## src/hdl/rtc_pkg.sv

```systemverilog
// Package for the seconds-count real-time clock.
// Holds payload structs, calendar constants and the month-length function.
// No dependencies.
package rtc_pkg;

    localparam logic [31:0] SECS_LEAP_YEAR   = 32'd31622400;
    localparam logic [31:0] SECS_COMMON_YEAR = 32'd31536000;
    localparam logic [31:0] SECS_DAY         = 32'd86400;
    localparam logic [31:0] SECS_HOUR        = 32'd3600;
    localparam logic [31:0] SECS_TEN_MINUTES = 32'd600;
    localparam logic [31:0] SECS_MINUTE      = 32'd60;
    localparam logic [11:0] EPOCH_YEAR       = 12'd1970;
    localparam logic [11:0] LAST_SET_YEAR    = 12'd2099;
    localparam logic [11:0] NON_LEAP_CENTURY = 12'd2100;
    localparam logic        CMD_TICK         = 1'b0;
    localparam logic        CMD_SET          = 1'b1;

    typedef struct packed {
        logic        cmd;
        logic [11:0] set_year;
        logic [3:0]  set_month;
        logic [4:0]  set_day;
        logic [4:0]  set_hour;
        logic [5:0]  set_minute;
        logic [5:0]  set_second;
    } rtc_in_t;

    typedef struct packed {
        logic [11:0] year;
        logic [3:0]  month;
        logic [4:0]  day;
        logic [4:0]  hour;
        logic [5:0]  minute;
        logic [5:0]  second;
        logic        set_error;
    } rtc_out_t;

    // The clock only reaches years 1970 to 2106, where 2100 is the one
    // century year that is not a leap year.
    function automatic logic is_leap(input logic [11:0] y);
        begin
            is_leap = (y[1:0] == 2'd0) && (y != NON_LEAP_CENTURY);
        end
    endfunction

    function automatic logic [4:0] month_len(input logic [3:0] m0, input logic leap);
        begin
            case (m0)
                4'd1:    month_len = leap ? 5'd29 : 5'd28;
                4'd3, 4'd5, 4'd8, 4'd10: month_len = 5'd30;
                default: month_len = 5'd31;
            endcase
        end
    endfunction

endpackage

```

## src/hdl/rtc_seconds_calendar.sv

```systemverilog
// Seconds-count real-time clock with calendar decode.
// A tick or a refused set is decoded from the count by the shared unit, stepping one year, month,
// day, hour, ten minutes or minute per cycle; a set first builds the count from the date.
// One item at a time; a new item enters only as the previous result is taken.
// Reset (aresetn low, synchronous) clears the count to 1970-01-01 00:00:00.
module rtc_seconds_calendar (
    input  logic              aclk,
    input  logic              aresetn,
    input  logic              s_valid,
    output logic              s_ready,
    input  rtc_pkg::rtc_in_t  s_data,
    output logic              m_valid,
    input  logic              m_ready,
    output rtc_pkg::rtc_out_t m_data
);
    import rtc_pkg::*;

    logic     busy, done;
    rtc_out_t res;
    logic     m_valid_reg;
    rtc_out_t m_data_reg;

    assign s_ready = !busy && !done && (!m_valid_reg || m_ready);

    rtc_seq u_seq (
        .aclk    (aclk),
        .aresetn (aresetn),
        .start   (s_valid && s_ready),
        .item    (s_data),
        .busy    (busy),
        .done    (done),
        .result  (res)
    );

    always_ff @(posedge aclk) begin
        if (!aresetn) begin
            m_valid_reg <= 1'b0;
        end else if (done) begin
            m_valid_reg <= 1'b1;
        end else if (m_ready) begin
            m_valid_reg <= 1'b0;
        end
        if (done) begin
            m_data_reg <= res;
        end
    end

    assign m_valid = m_valid_reg;
    assign m_data  = m_data_reg;
endmodule

```

## src/hdl/rtc_seq.sv

```systemverilog
// Sequencer with one shared 32-bit add/subtract-compare unit.
// Builds a seconds count from a date and splits a count back into a date.
// Depends on rtc_pkg.
module rtc_seq (
    input  logic              aclk,
    input  logic              aresetn,
    input  logic              start,
    input  rtc_pkg::rtc_in_t  item,
    output logic              busy,
    output logic              done,
    output rtc_pkg::rtc_out_t result
);
    import rtc_pkg::*;

    typedef enum logic [6:0] {
        ST_IDLE = 7'b0000001,
        ST_SYR  = 7'b0000010,
        ST_SMO  = 7'b0000100,
        ST_SRST = 7'b0001000,
        ST_DYR  = 7'b0010000,
        ST_DMO  = 7'b0100000,
        ST_DDAY = 7'b1000000
    } state_t;

    state_t      state_reg, state_next;
    logic [31:0] count_reg, count_next;
    logic [31:0] acc_reg, acc_next;
    logic [4:0]  days_reg, days_next;
    logic [11:0] yr_reg, yr_next;
    logic [3:0]  mo_reg, mo_next;
    logic [1:0]  fld_reg, fld_next;
    logic        err_reg, err_next;
    rtc_in_t     in_reg, in_next;
    rtc_out_t    res_reg, res_next;
    logic        done_reg, done_next;

    logic [31:0] op_a, op_b, sum, diff;
    logic        ge;
    logic        leap_now;

    assign leap_now = is_leap(yr_reg);
    assign sum  = op_a + op_b;
    assign diff = op_a - op_b;
    assign ge   = op_a >= op_b;

    always_comb begin
        op_a = acc_reg;
        op_b = 32'd0;
        case (state_reg)
            ST_SYR:  op_b = leap_now ? SECS_LEAP_YEAR : SECS_COMMON_YEAR;
            ST_SMO:  op_b = 32'(month_len(mo_reg, leap_now)) * SECS_DAY;
            ST_SRST: begin
                case (fld_reg)
                    2'd0:    op_b = (32'(in_reg.set_day) - 32'd1) * SECS_DAY;
                    2'd1:    op_b = 32'(in_reg.set_hour) * SECS_HOUR;
                    2'd2:    op_b = 32'(in_reg.set_minute) * SECS_MINUTE;
                    default: op_b = 32'(in_reg.set_second);
                endcase
            end
            ST_DYR:  op_b = leap_now ? SECS_LEAP_YEAR : SECS_COMMON_YEAR;
            ST_DMO:  op_b = 32'(month_len(mo_reg, leap_now)) * SECS_DAY;
            ST_DDAY: begin
                case (fld_reg)
                    2'd0:    op_b = SECS_DAY;
                    2'd1:    op_b = SECS_HOUR;
                    2'd2:    op_b = SECS_TEN_MINUTES;
                    default: op_b = SECS_MINUTE;
                endcase
            end
            default: op_b = 32'd0;
        endcase
    end

    always_comb begin
        state_next = state_reg;
        count_next = count_reg;
        acc_next   = acc_reg;
        days_next  = days_reg;
        yr_next    = yr_reg;
        mo_next    = mo_reg;
        fld_next   = fld_reg;
        err_next   = err_reg;
        in_next    = in_reg;
        res_next   = res_reg;
        done_next  = 1'b0;
        case (state_reg)
            ST_IDLE: begin
                if (start) begin
                    in_next  = item;
                    err_next = 1'b0;
                    yr_next  = EPOCH_YEAR;
                    mo_next  = 4'd0;
                    fld_next = 2'd0;
                    if (item.cmd == CMD_TICK) begin
                        count_next = count_reg + 32'd1;
                        acc_next   = count_reg + 32'd1;
                        state_next = ST_DYR;
                    end else if (item.set_year < EPOCH_YEAR || item.set_year > LAST_SET_YEAR
                                 || item.set_month < 4'd1 || item.set_month > 4'd12) begin
                        err_next   = 1'b1;
                        acc_next   = count_reg;
                        state_next = ST_DYR;
                    end else begin
                        acc_next   = 32'd0;
                        state_next = ST_SYR;
                    end
                end
            end
            ST_SYR: begin
                if (yr_reg == in_reg.set_year) begin
                    state_next = ST_SMO;
                end else begin
                    acc_next = sum;
                    yr_next  = yr_reg + 12'd1;
                end
            end
            ST_SMO: begin
                if (mo_reg + 4'd1 >= in_reg.set_month) begin
                    state_next = ST_SRST;
                end else begin
                    acc_next = sum;
                    mo_next  = mo_reg + 4'd1;
                end
            end
            ST_SRST: begin
                acc_next = sum;
                if (fld_reg == 2'd3) begin
                    count_next = sum;
                    fld_next   = 2'd0;
                    yr_next    = EPOCH_YEAR;
                    mo_next    = 4'd0;
                    state_next = ST_DYR;
                end else begin
                    fld_next = fld_reg + 2'd1;
                end
            end
            ST_DYR: begin
                if (ge) begin
                    acc_next = diff;
                    yr_next  = yr_reg + 12'd1;
                end else begin
                    state_next = ST_DMO;
                end
            end
            ST_DMO: begin
                if (mo_reg < 4'd11 && ge) begin
                    acc_next = diff;
                    mo_next  = mo_reg + 4'd1;
                end else begin
                    days_next       = 5'd0;
                    res_next.hour   = 5'd0;
                    res_next.minute = 6'd0;
                    fld_next        = 2'd0;
                    state_next      = ST_DDAY;
                end
            end
            ST_DDAY: begin
                // Repeated subtraction: days, hours, tens of minutes, then minutes.
                if (ge) begin
                    acc_next = diff;
                    case (fld_reg)
                        2'd0:    days_next = days_reg + 5'd1;
                        2'd1:    res_next.hour = res_reg.hour + 5'd1;
                        2'd2:    res_next.minute = res_reg.minute + 6'd10;
                        default: res_next.minute = res_reg.minute + 6'd1;
                    endcase
                end else if (fld_reg == 2'd3) begin
                    res_next.second    = acc_reg[5:0];
                    res_next.year      = yr_reg;
                    res_next.month     = mo_reg + 4'd1;
                    res_next.day       = days_reg + 5'd1;
                    res_next.set_error = err_reg;
                    done_next  = 1'b1;
                    state_next = ST_IDLE;
                end else begin
                    fld_next = fld_reg + 2'd1;
                end
            end
            default: state_next = ST_IDLE;
        endcase
    end

    always_ff @(posedge aclk) begin
        if (!aresetn) begin
            state_reg <= ST_IDLE;
            count_reg <= 32'd0;
            done_reg  <= 1'b0;
        end else begin
            state_reg <= state_next;
            count_reg <= count_next;
            done_reg  <= done_next;
        end
        acc_reg  <= acc_next;
        days_reg <= days_next;
        yr_reg   <= yr_next;
        mo_reg   <= mo_next;
        fld_reg  <= fld_next;
        err_reg  <= err_next;
        in_reg   <= in_next;
        res_reg  <= res_next;
    end

    assign busy   = (state_reg != ST_IDLE);
    assign done   = done_reg;
    assign result = res_reg;

    a_done_after_time: assert property (@(posedge aclk) disable iff (!aresetn)
        done |-> $past(state_reg) == ST_DDAY)
        else $error("done without time step");
    a_month_range: assert property (@(posedge aclk) disable iff (!aresetn)
        done |-> (result.month >= 4'd1 && result.month <= 4'd12))
        else $error("month out of range");
    a_err_keeps_count: assert property (@(posedge aclk) disable iff (!aresetn)
        (state_reg == ST_IDLE && start && item.cmd == CMD_SET && item.set_month == 4'd0)
        |=> $stable(count_reg))
        else $error("refused set changed count");
endmodule

```

## config.mk

```make
export PLATFORM = sky130hd
export DESIGN_NAME = rtc_seconds_calendar
export DESIGN_NICKNAME = d
export VERILOG_FILES = /design/src/hdl/rtc_pkg.sv /design/src/hdl/rtc_seconds_calendar.sv /design/src/hdl/rtc_seq.sv
export SDC_FILE = /design/constraint.sdc
export NUM_CORES = 1
export LEC_CHECK = 0
export BUFFER_PORTS_ARGS = -buffer_cell sky130_fd_sc_hd__buf_2
export CAP_MARGIN = 20
export CORE_MARGIN = 3
export CORE_UTILIZATION = 40
export DETAILED_ROUTE_END_ITERATION = 10
export GPL_ROUTABILITY_DRIVEN = 1
export GPL_TIMING_DRIVEN = 0
export HOLD_SLACK_MARGIN = 0.06
export PLACE_DENSITY = 0.56
export SLEW_MARGIN = 10
export SYNTH_ARGS = -nofsm -noshare
export SYNTH_HDL_FRONTEND = slang
export SYNTH_SLANG_ARGS = --single-unit
```

## constraint.sdc

```tcl
create_clock -name aclk -period 28.3 [get_ports aclk]
set_input_delay 2.83 -clock aclk [delete_from_list [all_inputs] [get_ports aclk]]
set_output_delay 2.83 -clock aclk [all_outputs]
set_load 0.01 [all_outputs]
```

Word level (Yosys, flattened, before mapping). Index checks and enable logic that the tools add are counted.

Flip-flop bits (word level): 213. Output and inout bits: 41.

$add $sub $neg: 11. Reductions and logical operators: 37. Bitwise operators: 3. $mul: 5. Magnitude comparators: 7. Equality and inequality tests: 37. Muxes and demuxes: 60.

Operators with widths (count): 32-bit two-way mux (10); 32-bit one-hot mux with 6 select lines (1); 32-bit one-hot mux with 5 select lines (1); 32-bit one-hot mux with 3 select lines (1); 32-bit one-hot mux with 2 select lines (1); 7-bit two-way mux (9); 17-bit one-hot mux with 3 select lines (1); 7-bit one-hot mux with 7 select lines (1); 12-bit two-way mux (4); 12-bit one-hot mux with 4 select lines (1); 5-bit two-way mux (7); 32-bit by 1-bit adder with 32-bit output (second input constant) (1); 32-bit adder (1); 32-bit greater-or-equal comparator (1); 32-bit by 10-bit multiplier with 25-bit output (second input constant) (1); 32-bit subtractor (1); 5-bit by 10-bit multiplier with 15-bit output (second input constant) (2); 11-bit two-way mux (2); 11-bit one-hot mux with 2 select lines (1); 2-bit inequality test (second input constant) (10); 5-bit one-hot mux with 2 select lines (2); 18-bit two-way mux (1); 2-bit by 1-bit inequality test with 1-bit output (second input constant) (9); 4-bit two-way mux (4); 53 further kinds (87).

Logic depth before layout (Yosys ltp). Gate-level depths: netlist of the first run.

Depth in word-level cells: 11. Mapped depth: 33.

Cells and area by module. From an unflattened synthesis of the first run, not the netlist that was laid out.

Cells, all modules: 1862. Area total of the unflattened synthesis: 17133.9 um^2.

By module, submodules not included: rtc_seq (cells an instance 1818, area each 15901.5 um^2, instances 1, sequential area each 4794.6 um^2); rtc_seconds_calendar (cells an instance 44, area each 1232.4 um^2, instances 1, sequential area each 1191.1 um^2).

Worst setup path after synthesis of the first run. OpenSTA, ideal clock, no wires.

Kind: reg2reg. Start: reg u_seq.in_reg[17] (netlist bit). End: reg u_seq.acc_reg[0], enable pin. Data required time: 27832 ps. Setup time: 468 ps. Buffers on the path: 1. Path slack: 18741 ps. Data arrival time: 9091 ps. Stages on the path, launching flop included: 33. Path through: edfxtp_1 > inv_1 > ha_1 > and2_1 > xor2_1 > ha_1 > xor2_1 > ha_1 > xnor2_1 > xnor2_1 > ha_1 > inv_1 > fa_1 > inv_1 > ha_1 > nand2_1 > nor2_1 > o221a_2 > o31a_1 > o21ai_0 > a31oi_1 > nor3_1 > a31oi_1 > ha_1 > clkbuf_1 > clkinv_1 > nor3_1 > and4_1 > a21oi_1 > nor2_1 > mux2i_1 > nand2_1 > nor3b_1.

Word-level cells in the longest chain between the ends: 8.

Ends and longest elaborated chain: start: declaration (line rtc_seq.sv:33) `rtc_in_t in_reg, in_next;`; start signal: assignment (line rtc_seq.sv:199) `in_reg <= in_next;`; 5-bit by 1-bit subtractor with 6-bit output (*) (line rtc_seq.sv:54) `2'd0: op_b = (32'(in_reg.set_day) - 32'd1) * SECS_DAY;`; 32-bit by 10-bit multiplier with 25-bit output (*) (line rtc_seq.sv:54); 32-bit one-hot mux with 3 select lines (*) (line rtc_seq.sv:53) `case (fld_reg)`; 32-bit one-hot mux with 5 select lines (*) (line rtc_seq.sv:49) `case (state_reg)`; 32-bit greater-or-equal comparator (*) (line rtc_seq.sv:44) `assign ge = op_a >= op_b;`; 1-bit logical AND (line rtc_seq.sv:146) `if (mo_reg < 4'd11 && ge) begin`; 2-bit by 1-bit inequality test with 1-bit output (no line); 6-bit AND reduction (no line) (*); end signal: assignment (line rtc_seq.sv:193) `acc_reg <= acc_next;`; end: declaration (line rtc_seq.sv:27) `logic [31:0] acc_reg, acc_next;`.

Every way passes the cells marked *; elsewhere a longest branch is shown, timed or not. A chain may end at the register's enable or synchronous reset.

Worst setup path in the final report of the first run.
Start: reg u_seq.in_reg[17] (netlist bit). End: reg u_seq.acc_reg[28], enable pin.

The elaborated chain is that of the path after synthesis.

==> results of run 1 <==
power by group through the flow:
stage / clock [mW] / sequential (mW) / combinational, mW
2_1_floorplan: 0 / 0.458 / 0.822
3_3_place_gp: 0 / 0.474 / 1.09
3_5_place_dp: 0 / 0.470 / 1.12
4_1_cts: 0.376 / 0.464 / 1.13
5_1_grt: 0.387 / 0.471 / 1.26
6_report: 0.369 / 0.464 / 1.14
Yosys cell counts (all sizes together), types with 22 or more instances:
| cell type | count | area, um2 |
|---|---|---|
| ha | 163 | 2040 |
| dfxtp | 41 | 821 |
| nand2 | 132 | 498 |
| o21a | 23 | 173 |
| inv | 136 | 510 |
| a21o | 22 | 165 |
| nor2 | 139 | 522 |
| edfxtp | 172 | 5160 |
| nand3 | 55 | 275 |
| nor3 | 45 | 225 |
| fa | 23 | 460 |
| a21oi | 146 | 731 |
| nor2b | 24 | 150 |
| xor2 | 30 | 263 |
| clkbuf | 95 | 357 |
| o21ai | 128 | 644 |
| o21bai | 22 | 165 |
| nand2b | 24 | 150 |
| o22ai | 35 | 219 |
| xnor2 | 82 | 718 |
| and3 | 26 | 163 |
layout make-up:
type                       instances  area [um2]  area share, %
antenna                            1        2.50         0.0131
timing repair buffer              91         515           2.69
clock buffer                      34         712           3.72
multi-input combinational       1428       10100           52.7
sequential                       213        5990           31.2
tap                              532         666           3.47
clock inverter                    16         230           1.20
inverter                         137         514           2.68
buffer                           110         428           2.23
worst paths after layout:
check	startpoint	endpoint	slack, ps	depth (start not counted)
max	u_seq.in_reg[17]	u_seq.acc_reg[28]	17660	34
min	u_seq.result[24]	m_data[24]	420	0
max reg2reg	u_seq.in_reg[17]	u_seq.acc_reg[28]	17660	34
min reg2reg	u_seq.result[24]	m_data[24]	420	0
through the flow:
stage / cells / hold WS (ps) / total power [mW] / utilization [%]
global placement: 2501 / 402 / 1.57 / 43.6
CTS: 2561 / 419 / 1.97 / 46.3
floorplan: 1888 / 400 / 1.28 / -
finish: 2562 / 417 / 1.97 / 46.3
global route: 2561 / 423 / 2.12 / 46.3
detailed placement: 2511 / 405 / 1.59 / 44.0
routing by layer:
metal  wire [um]  vias to the layer above
met5           0                        -
met4        2430                        0
met3        3700                      128
met2       24400                      559
met1       24600                     7390
li1            -                     7167
logic make-up (layout without fill, tap and decap cells):
logic type	Yosys count	after routing	share of synthesized area (%)
buffers and inverters	247	388	5.54
other	0	1	0
adders and majority gates	186	186	14.7
DFF	213	213	35.2
AOI/OAI and AO/OA	585	585	22.8
muxes	8	8	0.471
and+or+nand+nor	537	537	15.4
xor gates and xnor gates	112	112	5.77
==> metrics.txt, run 1 <==
outcome=finished, final reports clean; placed cell areas=18,200 um2; area grow syn2layout=12.7%; CTS tree=yes; clock root cell=clkbuf_16; Post-Syn Nets=2,117; period utilisation layout=37.6%; die height=212 um; vias in the first global route=14,400; clock share of power=18.7%; Total Wirelength=55,100 um; unrepaired setup endpoints after global routing=no; Hold Crit Class=register to register; initial antenna violation count=1; Crit path arrival time=10,910 ps; critical path class=register to register; Die ar.=45,000 um2; worst setup margin=17,660 ps; routed via count=15,200; fmax=94.0 MHz; relative slew slack=29.2%; DP Worst Slack=17,790 ps; Crit path top cell by count=ha_1; LEAKAGE=7.63 nW; Crit path largest cell delay=760 ps; DR DRC count=0; #FFs+latches synth=213; Comb pwr share=57.8%; Worst setup EP type=register; Post-DRT Antenna Nets=0; largest net degree at the start of global routing=37; fill count=3,963; Final nets=2,237; Remaining Overflow, GRT=0; first-pass GRT wire length=83,600 um; Internal Pwr Total=1.07 mW; GR Layer Usage met1=32.9%; I/O Buffers=81; layout cell share with drive strength beyond 1=8.92%; Setup Fix Bufs, Post-CTS=0; max_cap viols=0; clock buffer depth=3; DP Wirelength=41,800 um; Post-synth EDFFs=172; gr usage total=23.8%; final setup vio count=0; Core Rows=74; max-slew violations=0; commonest non-fill, non-tap cell in the layout=edfxtp_1; final hold vios=0; Core ar.=41,400 um2; setup tns final=0 ps; Pwr Density=103 nW/um2; routability cong.=0.946; Setup Skew=20.1 ps; I/O Pins=84; most frequent cells in the layout=edfxtp_1, ha_1, a21oi_1; register area share after synthesis=35.2%; critical path's slowest cell=nor2_1; VDD IR max=0.0539 mV; Buf+Inv Stages, Crit Path=7; post-layout min period=10,640 ps; Net Sw Power=0.902 mW; CTS Sinks=213; Synth Instances=1,888; met3 global-route usage=3.78%; Cell variety after synth=81; routed len/inst=21.5 um; Tightest Pin Transition=1060 ps; synthesized area=17,000 um2; grt peak-use layer=met2; final instance area=19,200 um2; vias per inst=5.95; H-tree levels=1; CP Data Required Time=28,570 ps; drt initial violations=1,444; sequential power share=23.5%; met2 Track Usage GR=37.4%; Net Sw Frac=45.8%; insertion delay to the later sink of the worst-skew pair=580 ps; Post-CTS Hold Fix Bufs=0; CP Launch Type=register; Mean Syn Cell Area=9.00 um2; Ys Warns=0; Most used DFF post-synth=edfxtp_1; Initial Utilization=41.1%; Resized Gates After CTS=0; clock transition at the registers of the reported paths=60 ps; First-pass DRT Iterations=7; Crit Path Max Fanout=10; chip width=212 um; Top delay family on crit path=simple AND/OR/NAND/NOR gates; FFs w/ async S/R, synth=0%; TritonCTS Buffers=27
Note: power is estimated with default switching activity, not from simulation.
==> inputs of run 2 (changes only) <==
Clock period 28.3 ns to 10.4 ns, I/O delays scaled along.
==> metrics.txt, run 2 (synthesis gave the netlist of run 1 again) <==
Crit path largest cell delay=530 ps (-230 ps); initial antenna violation count=1 (unchanged); period utilisation layout=93.7% (+56 points); max_cap viols=0 (unchanged); Core ar.=41,400 um2 (unchanged); worst setup margin=654 ps (-17,010 ps); vias in the first global route=14,400 (unchanged); CTS tree=yes; Crit path arrival time=10,020 ps (-890 ps); CP Data Required Time=10,670 ps (-17,900 ps); Placed Cells incl. Taps=2,511 (unchanged); Post-DRT Antenna Nets=0 (unchanged); sequential power share=23.5% (about the same); clock root cell=clkbuf_16; non-filler cells, final=2,562 (unchanged); first-pass GRT wire length=83,600 um (unchanged); Final nets=2,237 (unchanged); total design power=5.36 mW (+170%); unrepaired setup endpoints after global routing=no; fmax=103 MHz (+9.2%); H-tree levels=1 (unchanged); final setup vio count=0 (unchanged); Tightest Pin Transition=1070 ps (+8.32 ps); Comb pwr share=57.8% (about the same); VDD IR max=0.147 mV (+170%); Total Wirelength=55,000 um (about the same); DP Worst Slack=-111 ps (-17,900 ps); Buf+Inv Stages, Crit Path=7 (unchanged); TritonCTS Buffers=27 (unchanged); relative slew slack=28.6% (-0.55 points); commonest non-fill, non-tap cell in the layout=edfxtp_1; outcome=finished, final reports clean; final instance area=19,200 um2 (+0.11%); CTS Sinks=213 (unchanged); LEAKAGE=7.63 nW (about the same); clock share of power=18.7% (about the same); chip width=212 um (unchanged); vias per inst=5.94 (-0.12%); Core Rows=74 (unchanged); clock buffer depth=3 (unchanged); I/O Buffers=81 (unchanged); insertion delay to the later sink of the worst-skew pair=580 ps (about the same); routed via count=15,200 (-0.12%); Hold Crit Class=register to register; Setup Skew=19.3 ps (-0.778 ps); die height=212 um (unchanged); Remaining Overflow, GRT=0 (unchanged); post-layout min period=9750 ps (-892 ps); most frequent cells in the layout=edfxtp_1, ha_1, a21oi_1; Die ar.=45,000 um2 (unchanged); critical path's slowest cell=nor3b_4; DP Wirelength=41,800 um (unchanged); max-slew violations=0 (unchanged); drt initial violations=1,383 (-4.2%); Net Sw Frac=45.7% (about the same); Net Sw Power=2.45 mW (+170%); clock transition at the registers of the reported paths=60 ps (about the same); layout cell share with drive strength beyond 1=9.07% (+0.15 points); critical path class=register to register; largest net degree at the start of global routing=37 (unchanged); First-pass DRT Iterations=5 (-2); area grow syn2layout=12.9%; Post-CTS Hold Fix Bufs=0 (unchanged); placed cell areas=18,200 um2 (unchanged); Pwr Density=280 nW/um2 (+170%); gr usage total=23.8% (unchanged); Crit path top cell by count=ha_1; Worst setup EP type=register; Internal Pwr Total=2.91 mW (+170%); CP Launch Type=register; Crit Path Max Fanout=10 (unchanged); Initial Utilization=41.1% (unchanged); Top delay family on crit path=simple AND/OR/NAND/NOR gates; routed len/inst=21.5 um (about the same); routability cong.=0.946 (unchanged); final hold vios=0 (unchanged); I/O Pins=84 (unchanged); DR DRC count=0 (unchanged)
-- run 2: layout make-up --
cell class,count,area [um2]
flip-flops and latches,213,5990
well taps,532,666
repair buffers,91,515
diodes,1,2.50
clock buffers,34,712
fillers,3963,22200
multi-input cells,1428,10100
plain buffers,110,428
inverters,137,514
clock inverters,16,230
-- run 2: power groups by stage --
stage               logic (mW)  clock network (mW)  registers [mW]
finish                    3.10                1.00            1.26
global route              3.43                1.05            1.28
CTS                       3.07                1.02            1.26
detailed placement        3.04                   0            1.28
global placement          2.97                   0            1.29
floorplan                 2.24                   0            1.25
-- run 2: repair_timing --
action,4_1_cts,5_1_grt
resized for setup,1,3
buffers inserted,0,0
endpoints found under the setup margin,9,32
-- run 2: final timing paths --
check	start	endpoint	slack, ps	cells after the start
hold / removal	u_seq.result[24]	m_data[24]	420	0
setup / recovery	u_seq.in_reg[17]	u_seq.acc_reg[28]	650	34
setup reg to reg	u_seq.in_reg[17]	u_seq.acc_reg[28]	650	34
hold reg to reg	u_seq.result[24]	m_data[24]	420	0
-- run 2: through the flow --
| stage | hold slack, ps | TNS (ps) | util, % |
|---|---|---|---|
| detailed placement | 405 | -994 | 44.0 |
| finish | 417 | 0 | 46.3 |
| global route | 423 | 0 | 46.3 |
| global placement | 402 | -104140 | 43.6 |
| floorplan | 400 | 0 | - |
| CTS | 419 | 0 | 46.3 |
-- run 2: worst register-to-register path: cells and delay by family, from the launching register on --
family / cells / cell delay (ps)
AO/OA/AOI/OAI: 6 / 970
XOR/XNOR: 4 / 950
adder cells (fa/ha/maj): 7 / 2330
buffers and inverters: 7 / 1610
flip-flops: 1 / 450
multiplexers: 1 / 200
AND/OR/NAND/NOR: 9 / 2970
-- run 2: per-layer routing --
metal  GRT usage (%)  vias up  wire length, um
li1                -     7166                -
met1            32.9     7368            24400
met2            37.4      570            24400
met3            3.78      122             3940
met4            9.58        0             2330
met5               0        -                0
==> inputs of run 3 (changes only) <==
Settings changed: CELL_PAD_IN_SITES_DETAIL_PLACEMENT set to 0, CELL_PAD_IN_SITES_GLOBAL_PLACEMENT set to 1, PLACE_DENSITY 0.56 to 0.69.
==> metrics.txt, run 3 (synthesis gave the netlist of run 1 again) <==
outcome=finished, final reports clean; routed len/inst=22.0 um (+2.5%); worst setup margin=737 ps (+83.0 ps); Die ar.=45,000 um2 (unchanged); Hold Startpoint=u_seq.result[5]; Core Rows=74 (unchanged); post-layout min period=9660 ps (-83.0 ps); final hold vios=0 (unchanged); commonest non-fill, non-tap cell in the layout=edfxtp_1; relative slew slack=23.8% (-4.8 points); Worst setup EP type=register; I/O Buffers=81 (unchanged); vias per inst=5.97 (+0.49%); TritonCTS Buffers=26 (-3.7%); chip width=212 um (unchanged); DP Wirelength=43,100 um (+3.1%); Reg2Reg Setup Slack=740 ps (+80 ps); VDD IR max=0.177 mV (+21%); max-slew violations=0 (unchanged); drt initial violations=1,583 (+14%); Pwr Density=282 nW/um2 (+0.68%); period utilisation layout=92.9% (-0.80 points); Post-DRT Antenna Nets=0 (unchanged); insertion delay to the later sink of the worst-skew pair=580 ps (about the same); final instance area=19,200 um2 (about the same); Total Wirelength=56,400 um (+2.5%); unrepaired setup endpoints after global routing=no; H-tree levels=1 (unchanged); Crit Path Max Fanout=9 (-1); Reg2Reg Depth=34 (unchanged); Hold Crit Class=register to register; Final nets=2,237 (unchanged); DP Worst Slack=-39.5 ps (+71.9 ps); Crit path top cell by count=ha_1; Crit path largest cell delay=520 ps (about the same); placed cell areas=18,200 um2 (+0.16%); Remaining Overflow, GRT=0 (unchanged); layout cell share with drive strength beyond 1=9.13% (+0.058 points); Crit path arrival time=9930 ps (-90 ps); Core ar.=41,400 um2 (unchanged); DR DRC count=0 (unchanged); critical path's slowest cell=nor2_2; CTS tree=yes; Initial Utilization=41.1% (unchanged); first-pass GRT wire length=85,100 um (+1.9%); final setup vio count=0 (unchanged); area grow syn2layout=12.8% (about the same); CP Data Required Time=10,660 ps (about the same); largest net degree at the start of global routing=36 (-2.7%); CP Launch Type=register; routed via count=15,300 (+0.41%); Setup Fix Bufs, Post-CTS=0 (unchanged); gr usage total=24.4% (+0.60 points); critical path class=register to register; fill count=4,031 (+1.7%); Placed Cells incl. Taps=2,512 (+0.040%); non-filler cells, final=2,560 (-0.078%); LEAKAGE=7.63 nW (about the same); WHS Endpoint=m_data[5]; total design power=5.39 mW (+0.59%); Min-Delay Path Depth=0 (unchanged); clock root cell=clkbuf_16; CTS Sinks=213 (unchanged); initial antenna violation count=0 (-1); clock transition at the registers of the reported paths=60 ps (about the same); die height=212 um (unchanged); Reg2Reg Capture Point=u_seq.acc_reg[29]; clock buffer depth=3 (unchanged); First-pass DRT Iterations=7 (+2); most frequent cells in the layout=edfxtp_1, ha_1, a21oi_1; I/O Pins=84 (unchanged); Tightest Pin Transition=1140 ps (+72.3 ps); vias in the first global route=14,400 (-0.33%); max_cap viols=0 (unchanged); RR Startpoint=u_seq.in_reg[17]; Setup Skew=17.5 ps (-1.75 ps); fmax=103 MHz (+0.86%); routability cong.=0.912 (-3.6%)
[run 3: worst max path at each step]
stage                     slack (ps)           endpoint             start  depth (start not counted)
after global placement         -3540  u_seq.acc_reg[30]  u_seq.in_reg[17]                         32
after global routing             150  u_seq.acc_reg[27]  u_seq.in_reg[17]                         34
after detailed placement         -40  u_seq.acc_reg[29]  u_seq.in_reg[17]                         34
final                            740  u_seq.acc_reg[29]  u_seq.in_reg[17]                         34
after floorplan                  840   u_seq.acc_reg[0]  u_seq.in_reg[17]                         32
after CTS                        230  u_seq.acc_reg[28]  u_seq.in_reg[17]                         34
[run 3: layout make-up]
class	count	area, um2	area share (%)
sequential	213	5990	31.2
clock buffer	31	669	3.49
multi-input combinational	1428	10100	52.8
buffer	110	428	2.23
inverter	137	514	2.68
tap	532	666	3.47
clock inverter	16	225	1.18
antenna	1	2.50	0.0131
timing repair buffer	92	544	2.84
[run 3: layer usage]
layer  track usage [%]  vias up  part of all wire (%)
li1                  -     7178                     -
met1              33.6     7419                    45
met2              39.1      572                    45
met3              3.73      120                   6.7
met4              8.98        0                   3.5
met5                 0        -                     0
[run 3: metrics by stage]
| stage | setup TNS, ps | util [%] | hold WS [ps] |
|---|---|---|---|
| 6_report | 0 | 46.3 | 418 |
| 4_1_cts | 0 | 46.2 | 411 |
| 5_1_grt | 0 | 46.3 | 424 |
| 3_5_place_dp | -350 | 44.1 | 405 |
| 3_3_place_gp | -113130 | 43.6 | 401 |
| 2_1_floorplan | 0 | - | 400 |
[run 3: where the power goes]
group | switching, mW | leakage, nW | internal, mW
registers | 0.126 | 1.90 | 1.14
clock network | 0.398 | 0.433 | 0.565
logic | 2.00 | 5.30 | 1.17
[run 3: worst max-delay path: cells and delay by family (launching register included)]
family,cells,cell delay (ps)
buffers and inverters,7,1480
flip-flops,1,450
AO/OA/AOI/OAI,6,990
AND/OR/NAND/NOR,9,2900
adder cells (fa/ha/maj),7,2320
multiplexers,1,190
XOR/XNOR,4,980
[run 3: timing repair]
item                                    CTS  global route
endpoints found under the setup margin    9            32
cloned                                    0             0
hold buffers                              0             0
pin swaps                                 0             0
resized for setup                         1             3
